[config.mk]
export PLATFORM = sky130hd
export DESIGN_NAME = lkic_controller
export DESIGN_NICKNAME = d
export VERILOG_FILES = /design/src/hdl/lkic_pkg.sv /design/src/hdl/lkic_controller.sv
export SDC_FILE = /design/constraint.sdc
export NUM_CORES = 1
export LEC_CHECK = 0
export BUFFER_PORTS_ARGS = -buffer_cell sky130_fd_sc_hd__buf_2
export CAP_MARGIN = 20
export CORE_MARGIN = 8
export CORE_UTILIZATION = 40
export DETAILED_ROUTE_END_ITERATION = 8
export PLACE_DENSITY_LB_ADDON = 0.25
export SLEW_MARGIN = 40
export SYNTH_ARGS = -nofsm -noshare
export SYNTH_HDL_FRONTEND = slang
export SYNTH_SLANG_ARGS = --single-unit
[constraint.sdc]
create_clock -name clk -period 1.8 [get_ports clk]
set_input_delay 0.09 -clock clk [delete_from_list [all_inputs] [get_ports clk]]
set_output_delay 0.09 -clock clk [all_outputs]
set_load 0.005 [all_outputs]
[src/hdl/lkic_pkg.sv]
`timescale 1ns / 1ps
// shared types and constants of the lru keyed image cache
// no dependencies; used by controller, datapath and top level

package lkic_pkg;

    // field widths fixed by the stream format
    localparam int KEY_WORDS    = 8;
    localparam int KEY_W        = 32 * KEY_WORDS;
    localparam int HANDLE_W     = 32;
    localparam int COUNTER_W    = 64;
    localparam int TOTAL_W      = 8;
    localparam int CAP_W        = 8;
    localparam int CFG_IDX_W    = 2;
    localparam int S_TDATA_W    = 296;
    localparam int M_TDATA_W    = 168;

    // positions in the input word
    localparam int FH_LO        = KEY_W;
    localparam int FV_POS       = KEY_W + HANDLE_W;

    // positions in the output word
    localparam int HT_LO        = HANDLE_W;
    localparam int RT_LO        = HANDLE_W + COUNTER_W;
    localparam int ET_LO        = HANDLE_W + 2 * COUNTER_W;

    // command kinds
    typedef enum logic [1:0] {
        KIND_LOOKUP  = 2'd0,
        KIND_FILL    = 2'd1,
        KIND_CLEAR   = 2'd2,
        KIND_CNT_RST = 2'd3
    } kind_t;

    // configuration register indexes
    localparam logic [CFG_IDX_W-1:0] CFG_ENABLE   = 2'd0;
    localparam logic [CFG_IDX_W-1:0] CFG_CAPACITY = 2'd1;

    // what a scan over the entry memory does
    typedef enum logic [2:0] {
        OP_NONE    = 3'd0,
        OP_SEARCH  = 3'd1,
        OP_PROMOTE = 3'd2,
        OP_INSERT  = 3'd3,
        OP_CLEAR   = 3'd4
    } pass_op_t;

    // controller to datapath
    typedef struct packed {
        logic     load;
        logic     start;
        pass_op_t op;
        logic     clear_count;
        logic     write_new;
        logic     finish;
    } ctl_t;

    // datapath to controller
    typedef struct packed {
        logic  pass_done;
        logic  found;
        kind_t kind;
        logic  fill_valid;
        logic  enable;
        logic  out_busy;
    } sts_t;

endpackage

[src/hdl/lkic_controller.sv]
`timescale 1ns / 1ps
// sequencer of the lru keyed image cache: issues scans and result writes
// depends on lkic_pkg

module lkic_controller
(
    input  logic          clk,
    input  logic          rst_n,
    input  logic          s_tvalid,
    output logic          s_tready,
    output lkic_pkg::ctl_t ctl,
    input  lkic_pkg::sts_t sts
);

    typedef enum logic [9:0] {
        ST_BOOT    = 10'b0000000001,
        ST_WIPE    = 10'b0000000010,
        ST_IDLE    = 10'b0000000100,
        ST_DECODE  = 10'b0000001000,
        ST_SEARCH  = 10'b0000010000,
        ST_PROMOTE = 10'b0000100000,
        ST_INSERT  = 10'b0001000000,
        ST_WRITE   = 10'b0010000000,
        ST_CLEAR   = 10'b0100000000,
        ST_DONE    = 10'b1000000000
    } state_t;

    state_t state_reg;
    state_t state_next;

    // state register
    always_ff @(posedge clk or negedge rst_n)
    begin
        if (!rst_n)
        begin
            state_reg <= ST_BOOT;
        end
        else
        begin
            state_reg <= state_next;
        end
    end

    // next state and commands
    always_comb
    begin
        state_next      = state_reg;
        s_tready        = 1'b0;
        ctl             = '0;
        ctl.op          = lkic_pkg::OP_NONE;
        case (state_reg)
            ST_BOOT:
            begin
                ctl.start  = 1'b1;
                state_next = ST_WIPE;
            end
            ST_WIPE:
            begin
                ctl.op = lkic_pkg::OP_CLEAR;
                if (sts.pass_done)
                begin
                    state_next = ST_IDLE;
                end
            end
            ST_IDLE:
            begin
                s_tready = 1'b1;
                if (s_tvalid)
                begin
                    ctl.load   = 1'b1;
                    state_next = ST_DECODE;
                end
            end
            ST_DECODE:
            begin
                case (sts.kind)
                    lkic_pkg::KIND_LOOKUP:
                    begin
                        if (sts.enable)
                        begin
                            ctl.start  = 1'b1;
                            state_next = ST_SEARCH;
                        end
                        else
                        begin
                            state_next = ST_DONE;
                        end
                    end
                    lkic_pkg::KIND_FILL:
                    begin
                        if (sts.enable && sts.fill_valid)
                        begin
                            ctl.start  = 1'b1;
                            state_next = ST_SEARCH;
                        end
                        else
                        begin
                            state_next = ST_DONE;
                        end
                    end
                    lkic_pkg::KIND_CLEAR:
                    begin
                        ctl.start       = 1'b1;
                        ctl.clear_count = 1'b1;
                        state_next      = ST_CLEAR;
                    end
                    default:
                    begin
                        state_next = ST_DONE;
                    end
                endcase
            end
            ST_SEARCH:
            begin
                ctl.op = lkic_pkg::OP_SEARCH;
                if (sts.pass_done)
                begin
                    if (sts.found)
                    begin
                        ctl.start  = 1'b1;
                        state_next = ST_PROMOTE;
                    end
                    else if (sts.kind == lkic_pkg::KIND_FILL)
                    begin
                        ctl.start  = 1'b1;
                        state_next = ST_INSERT;
                    end
                    else
                    begin
                        state_next = ST_DONE;
                    end
                end
            end
            ST_PROMOTE:
            begin
                ctl.op = lkic_pkg::OP_PROMOTE;
                if (sts.pass_done)
                begin
                    state_next = ST_DONE;
                end
            end
            ST_INSERT:
            begin
                ctl.op = lkic_pkg::OP_INSERT;
                if (sts.pass_done)
                begin
                    state_next = ST_WRITE;
                end
            end
            ST_WRITE:
            begin
                ctl.write_new = 1'b1;
                state_next    = ST_DONE;
            end
            ST_CLEAR:
            begin
                ctl.op = lkic_pkg::OP_CLEAR;
                if (sts.pass_done)
                begin
                    state_next = ST_DONE;
                end
            end
            ST_DONE:
            begin
                if (!sts.out_busy)
                begin
                    ctl.finish = 1'b1;
                    state_next = ST_IDLE;
                end
            end
            default:
            begin
                state_next = ST_BOOT;
            end
        endcase
    end

endmodule

* After elaboration in Yosys (flattened, before gate mapping)
Cells that the tools add are included.
** Cells by class
- $add $sub $neg :: 0
- $mul :: 0
- Div/mod/pow operators :: 0
- $lt $le $gt $ge :: 0
- Eq/ne operators :: 18
- Shifts and indexed selects :: 0
- Mux-type cells :: 28
- Bitwise logic cells :: 0
- Reductions and logical operators :: 5
** Operators with widths (number)
- 10-bit 2-to-1 mux :: 10
- 10-bit one-hot mux with 9 select lines :: 1
- 10-bit one-hot mux with 3 select lines :: 1
- 1-bit 2-to-1 mux :: 13
- 3-bit one-hot mux with 4 select lines :: 1
- 10-bit by 1-bit equality test with 1-bit output (second input constant) :: 1
- 10-bit equality test (second input constant) :: 1
- 10-bit by 2-bit equality test with 1-bit output (second input constant) :: 1
- 10-bit by 3-bit equality test with 1-bit output (second input constant) :: 1
- 10-bit by 4-bit equality test with 1-bit output (second input constant) :: 1
- 10-bit by 5-bit equality test with 1-bit output (second input constant) :: 1
- 10-bit by 6-bit equality test with 1-bit output (second input constant) :: 1
- 10-bit by 7-bit equality test with 1-bit output (second input constant) :: 1
- 10-bit by 8-bit equality test with 1-bit output (second input constant) :: 1
- 10-bit by 9-bit equality test with 1-bit output (second input constant) :: 1
- 2-bit inequality test (second input constant) :: 5
- 1-bit one-hot mux with 3 select lines :: 2
- 6-bit AND reduction :: 1
- 2-bit OR reduction :: 2
- 2-bit by 1-bit equality test with 1-bit output (second input constant) :: 1
- 2-bit equality test (second input constant) :: 1
- 2-bit logical NOT :: 1
- 2-bit by 1-bit inequality test with 1-bit output (second input constant) :: 1
- 1-bit logical AND :: 1
** Word-level totals
- Register bits after elaboration :: 10
- Latch bits :: 0
- Memory bits (writable) :: 0
- Bits in read-only memories :: 0
- Input bits :: 10
- Output and inout port bits :: 9
- Logic and storage cells :: 52
- Memories kept :: 0

* Depth between registers and ports, before layout
Gate-level depths: netlist of the first run.
- Word-level depth :: 5
- Mapped depth :: 7
- Mapped depth without buffers :: 5

* Least setup slack after synthesis of the first run
OpenSTA, ideal clock, no wires.
- Path kind :: reg-to-reg
- Start :: register state_reg[0]
- End :: register state_reg[5]
- Arrival :: 1.750 ns
- Data required time :: 1.675 ns
- Slack :: -0.075 ns
- Cell stages (with the launch flop) :: 8
- Path buffers :: 2
- Cells stage by stage :: dfstp_2 clkbuf_8 nor4_1 and4b_4 nand2b_4 or3b_1 buf_6 mux2_4
** On the way
- Word-level cells in the longest chain between the ends :: 4
- Elaborated cells between the ends (all ways) :: 19
- Classes of those cells :: eq/ne (16); mux (1); reduce/logical (2)
** Ends and longest elaborated chain
- start: declaration :: line lkic_controller.sv:28 : state_t state_reg;
- start signal: assignment :: line lkic_controller.sv:40 : state_reg <= state_next;
- 10-bit by 9-bit equality test with 1-bit output / 10-bit by 6-bit equality test with 1-bit output (equally long branches) :: line lkic_controller.sv:51 : case (state_reg)
- 2-bit OR reduction (no source line)
- 2-bit by 1-bit inequality test with 1-bit output (no source line)
- 6-bit AND reduction (no source line)
Several ways; a longest one is shown, not always the timed one.
A chain may end at the register's enable or synchronous reset.

==> impl_metrics.env, run 1 <==
export IMPL_drt_antenna_violating_nets=0
export IMPL_grt_antenna_before_repair=0
export IMPL_final_setup_skew_ns=0.00853
export IMPL_pwr_density_cell_nw_per_um2=1090
export IMPL_combPwrFrac_pct=64.2
export IMPL_n_antenna_cell=0
export IMPL_avgSynthCellArea_sq_um=9.73
export IMPL_cts_tree="yes"
export IMPL_overflow=0
export IMPL_port_buffers=18
export IMPL_numClockSinks=10
export IMPL_cpPeakStageDelay_ns=0.53
export IMPL_synth_edf_count=0
export IMPL_seq_power_share_pct=22.3
export IMPL_switching_share_pct=38.0
export IMPL_ys_async_sr_fraction_pct=100
export IMPL_min_path_type="in2reg"
export IMPL_total_power_w=0.00159
export IMPL_grt_max_degree=11
export IMPL_ir_drop_uv=697
export IMPL_die_area_sq_um=3910
export IMPL_worstSetupEndpointType="primary output"
export IMPL_r2r_end="state_reg[4]$_DFFE_PN0P_"
export IMPL_synthesis_area_sq_um=866
export IMPL_final_cell_mix="buf_4, buf_2, buf_6, nor2_1"
export IMPL_final_hold_violation_count=0
export IMPL_yosysWarnings=0
export IMPL_status="complete, but fails checks"
export IMPL_slew_violations=0
export IMPL_failed_checks="setup timing"
export IMPL_p_leak_nw=0.705
export IMPL_root_buffer="clkbuf_4"
export IMPL_htree_levels=1
export IMPL_start_kind="flop"
export IMPL_slew_headroom_pct=67.8
export IMPL_floorplan_initialDensity_pct=40.7
export IMPL_reg2reg_slack_ns=-0.15
export IMPL_path_buf_inv=1
export IMPL_min_to="state_reg[3]$_DFFE_PN0P_"
export IMPL_critical_path_class="reg2out"
export IMPL_synth_distinct_cells=40
export IMPL_worst_slack_ns=-0.162
export IMPL_insertion_delay_ns=0.27
export IMPL_n_fill_cell=171
export IMPL_worst_path_max_fanout=2
export IMPL_rsz0062_at_grt="true"
export IMPL_nNetsFinal=159
export IMPL_drc=0
export IMPL_clk_path_buf_depth=2
export IMPL_drt_iter0_markers=23
export IMPL_ys_seq_elements=10
export IMPL_cts_buffers=3
export IMPL_holdPathStages=2
export IMPL_grt_pass1_vias=981
export IMPL_crit_chain="nor4_4 -> nand3b_1 -> or4b_4 -> o221ai_2 -> buf_2"
export IMPL_r2r_cells=9
export IMPL_largest_reg_flops=10
export IMPL_area_growth_pct=67.5
export IMPL_grt_pass1_wl_mm=4.48
export IMPL_synth_nets=99
export IMPL_switchingPower_w=0.000603
export IMPL_drive_gt1_share_pct=68.9
export IMPL_synthFlopType="dfrtp_1"
export IMPL_num_vias=954
export IMPL_vias_per_cell=5.42
export IMPL_pre_cts_slack_ns=-0.124
export IMPL_pwr_share_clk_pct=13.5
export IMPL_drt_first_pass_iters=4
export IMPL_worst_pin_slew_ns=0.482
export IMPL_critPathRequiredTime_ns=1.71
export IMPL_wl_mm=2.88
export IMPL_ff_latch_area_sq_um=258
export IMPL_rows=17
export IMPL_setup_viol=12
export IMPL_path_clk_slew_ns=0.08
export IMPL_critPathTopFamily="simple AND/OR/NAND/NOR gates"
export IMPL_max_freq_mhz=510
export IMPL_r2r_start="state_reg[3]$_DFFE_PN0P_"
export IMPL_cp_arrival_ns=1.87
export IMPL_maxCapViolCount=0
export IMPL_gp_congestion=0.850
export IMPL_grt_total_usage_pct=13.9
export IMPL_critPathSlowestCell="or4b_4"
export IMPL_seq_area_frac_synth_pct=29.0
export IMPL_fp_coreArea_sq_um=2130
export IMPL_min_from="s_tvalid"
export IMPL_layout_commonest_cell="buf_4"
export IMPL_p_int_w=0.000982
export IMPL_netlist_instances=89
export IMPL_multiInputGateArea_sq_um=652
export IMPL_top_level_ports=19
export IMPL_wl_per_cell_um=16.4
export IMPL_dieWidth_um=62.5
export IMPL_hpwlAfterDp_mm=1.93
export IMPL_fin_crit_sh_pct=109
export IMPL_fin_crit_ns=1.96
export IMPL_die_y_um=62.5
==> worst register-to-register path, stage by stage (launching register included) <==
cell and delay [ns]:
dfrtp_1 0.44, nor4_4 0.07, buf_4 0.15, buf_6 0.11, buf_6 0.10, nand4_1 0.11, nand2_2 0.07, or3b_4 0.42
buf_6 0.15, a22o_2 0.20
==> logic make-up after synthesis <==
logic type                share of synthesized area [%]
and+or+nand+nor                                    39.5
AOI/OAI and AO/OA                                  16.0
DFF                                                29.0
buffers and inverters                              9.68
xor gates and xnor gates                           4.05
muxes                                              1.73
==> through the flow <==
| stage | TNS, ns | instances | cell area (sq um) | util (%) | hold WS, ns |
|---|---|---|---|---|---|
| 2_1_floorplan | -0.133 | 89 | 872 | - | -0.206 |
| 3_3_place_gp | -0.402 | 154 | 1110 | 52.3 | -0.0298 |
| 3_5_place_dp | -0.517 | 154 | 1110 | 52.3 | -0.0283 |
| 4_1_cts | -0.528 | 168 | 1300 | 61.1 | 0.0730 |
| 5_1_grt | -2.11 | 176 | 1450 | 68.2 | 0.0899 |
| 6_report | -1.14 | 176 | 1450 | 68.2 | 0.0844 |
==> cells in the mapped netlist, drive strengths merged (2+ instances only) <==
cell | number | area [sq um]
and2 | 2 | 15.0
and4b | 2 | 25.0
buf | 4 | 45.0
clkbuf | 2 | 27.5
dfrtp | 9 | 225
inv | 3 | 11.3
nand2 | 7 | 26.3
nand2b | 2 | 22.5
nand3 | 3 | 15.0
nand4b | 2 | 17.5
nor2 | 10 | 37.5
nor2b | 5 | 31.3
nor3 | 2 | 10.0
nor3b | 2 | 15.0
nor4 | 5 | 61.3
nor4b | 2 | 32.5
o21ai | 6 | 30.0
xnor2 | 2 | 17.5
xor2 | 2 | 17.5
==> area by class of cell <==
class / instances / share of cell area [%]
Clock buffer: 4 / 2.50
Inverter: 3 / 0.777
Multi-Input combinational cell: 70 / 45.0
Sequential cell: 10 / 17.8
Tap cell: 28 / 2.42
Timing Repair Buffer: 61 / 31.6
==> what timing repair did <==
action,CTS,global route
pin swaps,9,20
endpoints found under the setup margin,14,16
hold endpoints to repair,10,0
setup buffers,9,9
resized for setup,17,22
hold buffers,1,0
==> routing by layer <==
layer / share of wire, % / up-vias / GRT usage (%)
met3: 4.3 / 6 / 2.15
met5: 0 / - / 0
met2: 49 / 32 / 23.0
met1: 45 / 468 / 17.7
met4: 1.6 / 0 / 5.13
li1: - / 448 / -
==> power by group through the flow <==
stage               Combinational (W)  Sequential [W]  Clock, W
floorplan                    0.000436        0.000308         0
global placement             0.000657        0.000349         0
detailed placement           0.000665        0.000350         0
CTS                          0.000842        0.000355  0.000209
global route                  0.00109        0.000357  0.000231
finish                        0.00102        0.000354  0.000213
==> how the worst max path moves through the flow <==
stage | start | to | depth (start not counted)
floorplan | state_reg[2]$_DFFE_PN0P_ | state_reg[5]$_DFFE_PN0P_ | 6
global placement | state_reg[5]$_DFFE_PN0P_ | state_reg[5]$_DFFE_PN0P_ | 5
CTS | state_reg[6]$_DFFE_PN0P_ | ctl[6] | 5
global route | state_reg[3]$_DFFE_PN0P_ | ctl[6] | 5
finish | state_reg[3]$_DFFE_PN0P_ | ctl[6] | 5
detailed placement | state_reg[5]$_DFFE_PN0P_ | state_reg[5]$_DFFE_PN0P_ | 5
No activity file was read; power rests on OpenSTA's default activity.
==> run 2: changes to the inputs <==
ABC_AREA = 1   (was not set)
CORE_MARGIN = not set   (was 8)
SETUP_SLACK_MARGIN = 0.05   (was not set)
==> run 2 against run 1 <==
Non-clock buffer count decreased by 42. The flow now finishes without violations. Final cell count decreased by 9.1%. Largest power group unchanged. Critical path depth increased by 1.
==> impl_metrics.env, run 2 <==
export IMPL_status="finished, final reports clean"
export IMPL_die_area_sq_um=2150
export IMPL_worstSetupEndpointType="primary output"
export IMPL_n_fill_cell=185
export IMPL_maxCapViolCount=0
export IMPL_drt_first_pass_iters=4
export IMPL_pwr_density_cell_nw_per_um2=1380
export IMPL_hpwlAfterDp_mm=1.48
export IMPL_synth_edf_count=0
export IMPL_yosys_area_top_type="dfrtp_1"
export IMPL_numClockSinks=10
export IMPL_cts_buffers=3
export IMPL_nNetsFinal=146
export IMPL_critPathRequiredTime_ns=1.71
export IMPL_synthTopCellsByArea="dfrtp_1, nand2_1, nor2_1"
export IMPL_start_kind="flop"
export IMPL_ff_latch_area_sq_um=251
export IMPL_cp_arrival_ns=1.56
export IMPL_synth_nets=122
export IMPL_dpl_cell_count=155
export IMPL_root_buffer="clkbuf_4"
export IMPL_final_setup_skew_ns=0.0106
export IMPL_min_path_type="in2reg"
export IMPL_drc=0
export IMPL_rows=15
export IMPL_finalNonFillerCells=160
export IMPL_grt_pass1_wl_mm=2.91
export IMPL_synthesis_area_sq_um=787
export IMPL_yosys_top_cells_count="nand2_1, nor2_1, inv_1"
export IMPL_grt_max_degree=11
export IMPL_max_freq_mhz=606
export IMPL_fin_crit_sh_pct=91.7
export IMPL_ys_async_sr_fraction_pct=100
export IMPL_fin_crit_ns=1.65
export IMPL_yosysWarnings=0
export IMPL_dieWidth_um=46.4
export IMPL_seq_power_share_pct=28.5
export IMPL_layout_commonest_cell="nand2_1"
export IMPL_drive_gt1_share_pct=38.5
export IMPL_largest_reg_flops=10
export IMPL_worst_path_max_fanout=5
export IMPL_utilization_pct=53.4
export IMPL_grt_total_usage_pct=20.0
export IMPL_worst_pin_slew_ns=0.237
export IMPL_die_y_um=46.4
export IMPL_seq_area_frac_synth_pct=32.0
export IMPL_port_buffers=18
export IMPL_floorplan_initialDensity_pct=44.1
export IMPL_overflow=0
export IMPL_final_cell_mix="nand2_1, buf_2, nor2_1, inv_1"
export IMPL_insertion_delay_ns=0.27
export IMPL_grt_pass1_vias=701
export IMPL_switchingPower_w=0.000645
export IMPL_p_leak_nw=0.565
export IMPL_clk_path_buf_depth=2
export IMPL_wl_per_cell_um=10.8
export IMPL_vias_per_cell=4.84
export IMPL_synthFlopType="dfrtp_1"
export IMPL_p_int_w=0.000671
export IMPL_combPwrFrac_pct=59.4
export IMPL_switching_share_pct=49.0
export IMPL_finalSetupTns_ns=0
export IMPL_avgSynthCellArea_sq_um=7.03
export IMPL_path_clk_slew_ns=0.07
export IMPL_ir_drop_uv=618
export IMPL_ys_seq_elements=10
export IMPL_synth_top_area_share_pct=28.6
export IMPL_synth_distinct_cells=22
export IMPL_slew_headroom_pct=84.0
export IMPL_cts_tree="yes"
export IMPL_synth_most_common_cell="nand2_1"
export IMPL_slew_violations=0
export IMPL_top_level_ports=19
export IMPL_fp_coreArea_sq_um=1780
export IMPL_rsz0062_at_grt="false"
export IMPL_multiInputGateArea_sq_um=475
export IMPL_n_antenna_cell=0
export IMPL_num_vias=775
export IMPL_final_hold_violation_count=0
export IMPL_netlist_instances=112
export IMPL_pwr_share_clk_pct=12.2
export IMPL_htree_levels=1
export IMPL_area_growth_pct=21.0
export IMPL_setup_viol=0
export IMPL_wl_mm=1.73
export IMPL_grt_antenna_before_repair=0
export IMPL_critical_path_class="reg2out"
export IMPL_gp_congestion=0.916
export IMPL_drt_iter0_markers=12
export IMPL_drt_antenna_violating_nets=0
## run 2: path summary, 6_finish.rpt
| kind | from | end | slack (ns) | depth (start not counted) |
|---|---|---|---|---|
| worst min register to register | state_reg[8]$_DFFE_PN0P_ | state_reg[8]$_DFFE_PN0P_ | 0.56 | 2 |
| worst max-delay path | state_reg[9]$_DFFE_PN0P_ | ctl[6] | 0.15 | 6 |
| max in group asynchronous | rst_n | state_reg[0]$_DFFE_PN1P_ | 1.34 | 2 |
| worst max register to register | state_reg[4]$_DFFE_PN0P_ | state_reg[5]$_DFFE_PN0P_ | 0.28 | 10 |
| worst min-delay path | s_tvalid | state_reg[2]$_DFFE_PN0P_ | 0.10 | 4 |
| min in group asynchronous | rst_n | state_reg[1]$_DFFE_PN0P_ | 0.20 | 2 |
## run 2: what timing repair did
item                                    CTS  global route
gates resized for setup                   1             1
endpoints found under the hold margin    10             0
hold buffers                              1             0
buffers inserted                          0             0
endpoints found under the setup margin    1             1
## run 2: power by group through the flow
| stage | Clock [W] | Sequential (W) | Combinational [W] |
|---|---|---|---|
| 5_1_grt | 0.000175 | 0.000384 | 0.000883 |
| 3_5_place_dp | 0 | 0.000376 | 0.000782 |
| 4_1_cts | 0.000166 | 0.000373 | 0.000789 |
| 6_report | 0.000160 | 0.000374 | 0.000781 |
| 2_1_floorplan | 0 | 0.000367 | 0.000595 |
| 3_3_place_gp | 0 | 0.000374 | 0.000774 |
## run 2: layout make-up
type	instances	area share [%]
tap	25	3.29
multi-input combinational	84	49.9
sequential	10	26.4
inverter	18	7.10
timing repair buffer	19	10.5
clock buffer	4	2.76
## run 2: cells by family (layout without fill, tap and decap cells)
family / Yosys count / after routing / synth area share (%)
compound gates: 8 / 8 / 8.11
simple gates: 76 / 76 / 51.4
buf+inv: 18 / 41 / 8.58
flops: 10 / 10 / 32.0
## run 2: critical path: stages, from the launching register on
cell	delay (ns)
dfrtp_1	0.42
nor2_2	0.16
nand2_2	0.10
nor3_2	0.18
nand2_2	0.12
o221ai_1	0.16
buf_2	0.14
## run 2: stage by stage
stage / instance area [sq um] / power, W / setup WS [ns] / hold slack (ns)
after floorplan: 787 / 0.000962 / 0.439 / -0.206
after global placement: 908 / 0.00115 / 0.279 / -0.0414
after detailed placement: 908 / 0.00116 / 0.279 / -0.0403
after CTS: 950 / 0.00133 / 0.127 / 0.101
after global routing: 952 / 0.00144 / 0.0532 / 0.131
final: 952 / 0.00132 / 0.149 / 0.104
## run 2: metal layers
metal | global-route usage (%) | wire length (um) | vias up
li1 | - | - | 403
met1 | 23.7 | 769 | 344
met2 | 32.8 | 833 | 23
met3 | 3.53 | 72 | 5
met4 | 12.4 | 49 | 0
met5 | 0 | 0 | -
==> run 3: changes to the inputs <==
BUFFER_PORTS_ARGS = not set   (was -buffer_cell sky130_fd_sc_hd__buf_2)
CORE_UTILIZATION = 50   (was 40)
DONT_BUFFER_PORTS = 1   (was not set)
==> run 3 against run 2 <==
Final cell count down 16%. Setup slack better by 0.022 ns. Clock-buffer cell count unchanged. Clock skew down 0.0095 ns. Clock power up 5%. Combinational power down 5.1%. Maximum frequency up 1.3%. Largest cell class unchanged.
==> impl_metrics.env, run 3 (same netlist as run 2, synthesis figures left out) <==
export IMPL_n_antenna_cell=0
export IMPL_worstSetupEndpointType="primary output"
export IMPL_rsz0062_at_grt="false"
export IMPL_worst_path_max_fanout=5
export IMPL_dieWidth_um=41.7
export IMPL_floorplan_initialDensity_pct=56.9
export IMPL_utilization_pct=62.7
export IMPL_drt_iter0_markers=44
export IMPL_vias_per_cell=5.69
export IMPL_drt_first_pass_iters=4
export IMPL_wl_per_cell_um=13.5
export IMPL_finalNonFillerCells=134
export IMPL_grt_pass1_wl_mm=3.05
export IMPL_final_hold_violation_count=0
export IMPL_drive_gt1_share_pct=27.7
export IMPL_htree_levels=1
export IMPL_numClockSinks=10
export IMPL_finalSetupTns_ns=0
export IMPL_maxCapViolCount=0
export IMPL_setup_viol=0
export IMPL_worst_pin_slew_ns=0.490
export IMPL_cp_arrival_ns=1.54
export IMPL_layout_commonest_cell="nand2_1"
export IMPL_grt_total_usage_pct=22.9
export IMPL_die_y_um=41.7
export IMPL_p_leak_nw=0.488
export IMPL_die_area_sq_um=1740
export IMPL_final_cell_mix="nand2_1, nor2_1, inv_1, dfrtp_1"
export IMPL_fp_coreArea_sq_um=1380
export IMPL_wl_mm=1.81
export IMPL_port_buffers=0
export IMPL_place_area_sq_um=806
export IMPL_path_clk_slew_ns=0.07
export IMPL_critical_path_class="reg2out"
export IMPL_start_kind="flop"
export IMPL_insertion_delay_ns=0.27
export IMPL_slew_headroom_pct=67.2
export IMPL_status="finished, final reports clean"
export IMPL_hold_slack_ns=0.0176
export IMPL_rows=13
export IMPL_largest_reg_flops=10
export IMPL_final_setup_skew_ns=0.00115
export IMPL_root_buffer="clkbuf_4"
export IMPL_dpl_cell_count=127
export IMPL_hpwlAfterDp_mm=1.38
export IMPL_max_freq_mhz=614
export IMPL_cts_buffers=3
export IMPL_pwr_density_cell_nw_per_um2=1490
export IMPL_top_level_ports=19
export IMPL_gp_congestion=0.864
export IMPL_final_area_sq_um=867
export IMPL_drc=0
export IMPL_drt_antenna_violating_nets=0
export IMPL_area_growth_pct=10.2
export IMPL_grt_pass1_vias=705
export IMPL_post_cts_setup_buffers=0
export IMPL_ir_drop_uv=643
export IMPL_fin_crit_sh_pct=90.5
export IMPL_num_vias=763
export IMPL_fin_crit_ns=1.63
export IMPL_nNetsFinal=130
export IMPL_slew_violations=0
export IMPL_overflow=0
export IMPL_critPathRequiredTime_ns=1.71
export IMPL_grt_antenna_before_repair=0
export IMPL_grt_max_degree=11
export IMPL_clk_path_buf_depth=2
export IMPL_cts_tree="yes"
export IMPL_min_path_type="in2reg"
run 3: changes by cell type in the layout (fill, tap and decap cells not counted):
cell / delta
nand2_2: -1
dlygate4sd3_1: +2
nand2_1: +1
buf_2: -18
run 3: worst paths after layout:
check	slack, ns	cells after the start	end	startpoint
min in group asynchronous	0.22	1	state_reg[2]$_DFFE_PN0P_	rst_n
setup / recovery	0.17	5	ctl[6]	state_reg[9]$_DFFE_PN0P_
max in group asynchronous	1.23	1	state_reg[0]$_DFFE_PN1P_	rst_n
hold reg to reg	0.55	2	state_reg[8]$_DFFE_PN0P_	state_reg[8]$_DFFE_PN0P_
hold / removal	0.02	3	state_reg[4]$_DFFE_PN0P_	sts[4]
setup reg to reg	0.24	10	state_reg[5]$_DFFE_PN0P_	state_reg[4]$_DFFE_PN0P_
run 3: per-stage QoR:
stage / power, W / setup WS, ns
after CTS: 0.00127 / 0.100
after global routing: 0.00139 / 0.0637
after detailed placement: 0.00109 / 0.291
final: 0.00129 / 0.171
after floorplan: 0.000962 / 0.439
after global placement: 0.00108 / 0.312
run 3: power breakdown:
part	internal (W)	switching (W)
clock	0.0000858	0.0000823
sequential	0.000301	0.0000777
combinational	0.000248	0.000493
total	0.000635	0.000653
run 3: timing repair:
action	CTS	global route
endpoints found under the hold margin	12	0
hold buffers	3	0
endpoints found under the setup margin	0	2
resized for setup	0	1
run 3: metal layers:
layer | track usage (%) | routed length [um] | vias to the layer above
met4 | 7.74 | 27 | 0
met1 | 28.9 | 775 | 359
li1 | - | - | 365
met2 | 39.4 | 901 | 35
met3 | 3.48 | 107 | 4
met5 | 0 | 0 | -
run 3: layout make-up:
cell class | count | area (sq um)
Inverter | 18 | 67.6
Tap cell | 15 | 18.8
Fill cell | 127 | 515
Sequential cell | 10 | 251
Clock buffer | 4 | 26.3
Multi-Input combinational cell | 84 | 473
Timing Repair Buffer | 3 | 30.0
run 3: critical path: stages (launching register included):
cell      delay, ns
dfrtp_1        0.43
nor2_2         0.17
nand2_2        0.10
nor3_2         0.16
nand2_1        0.18
o221ai_1       0.23
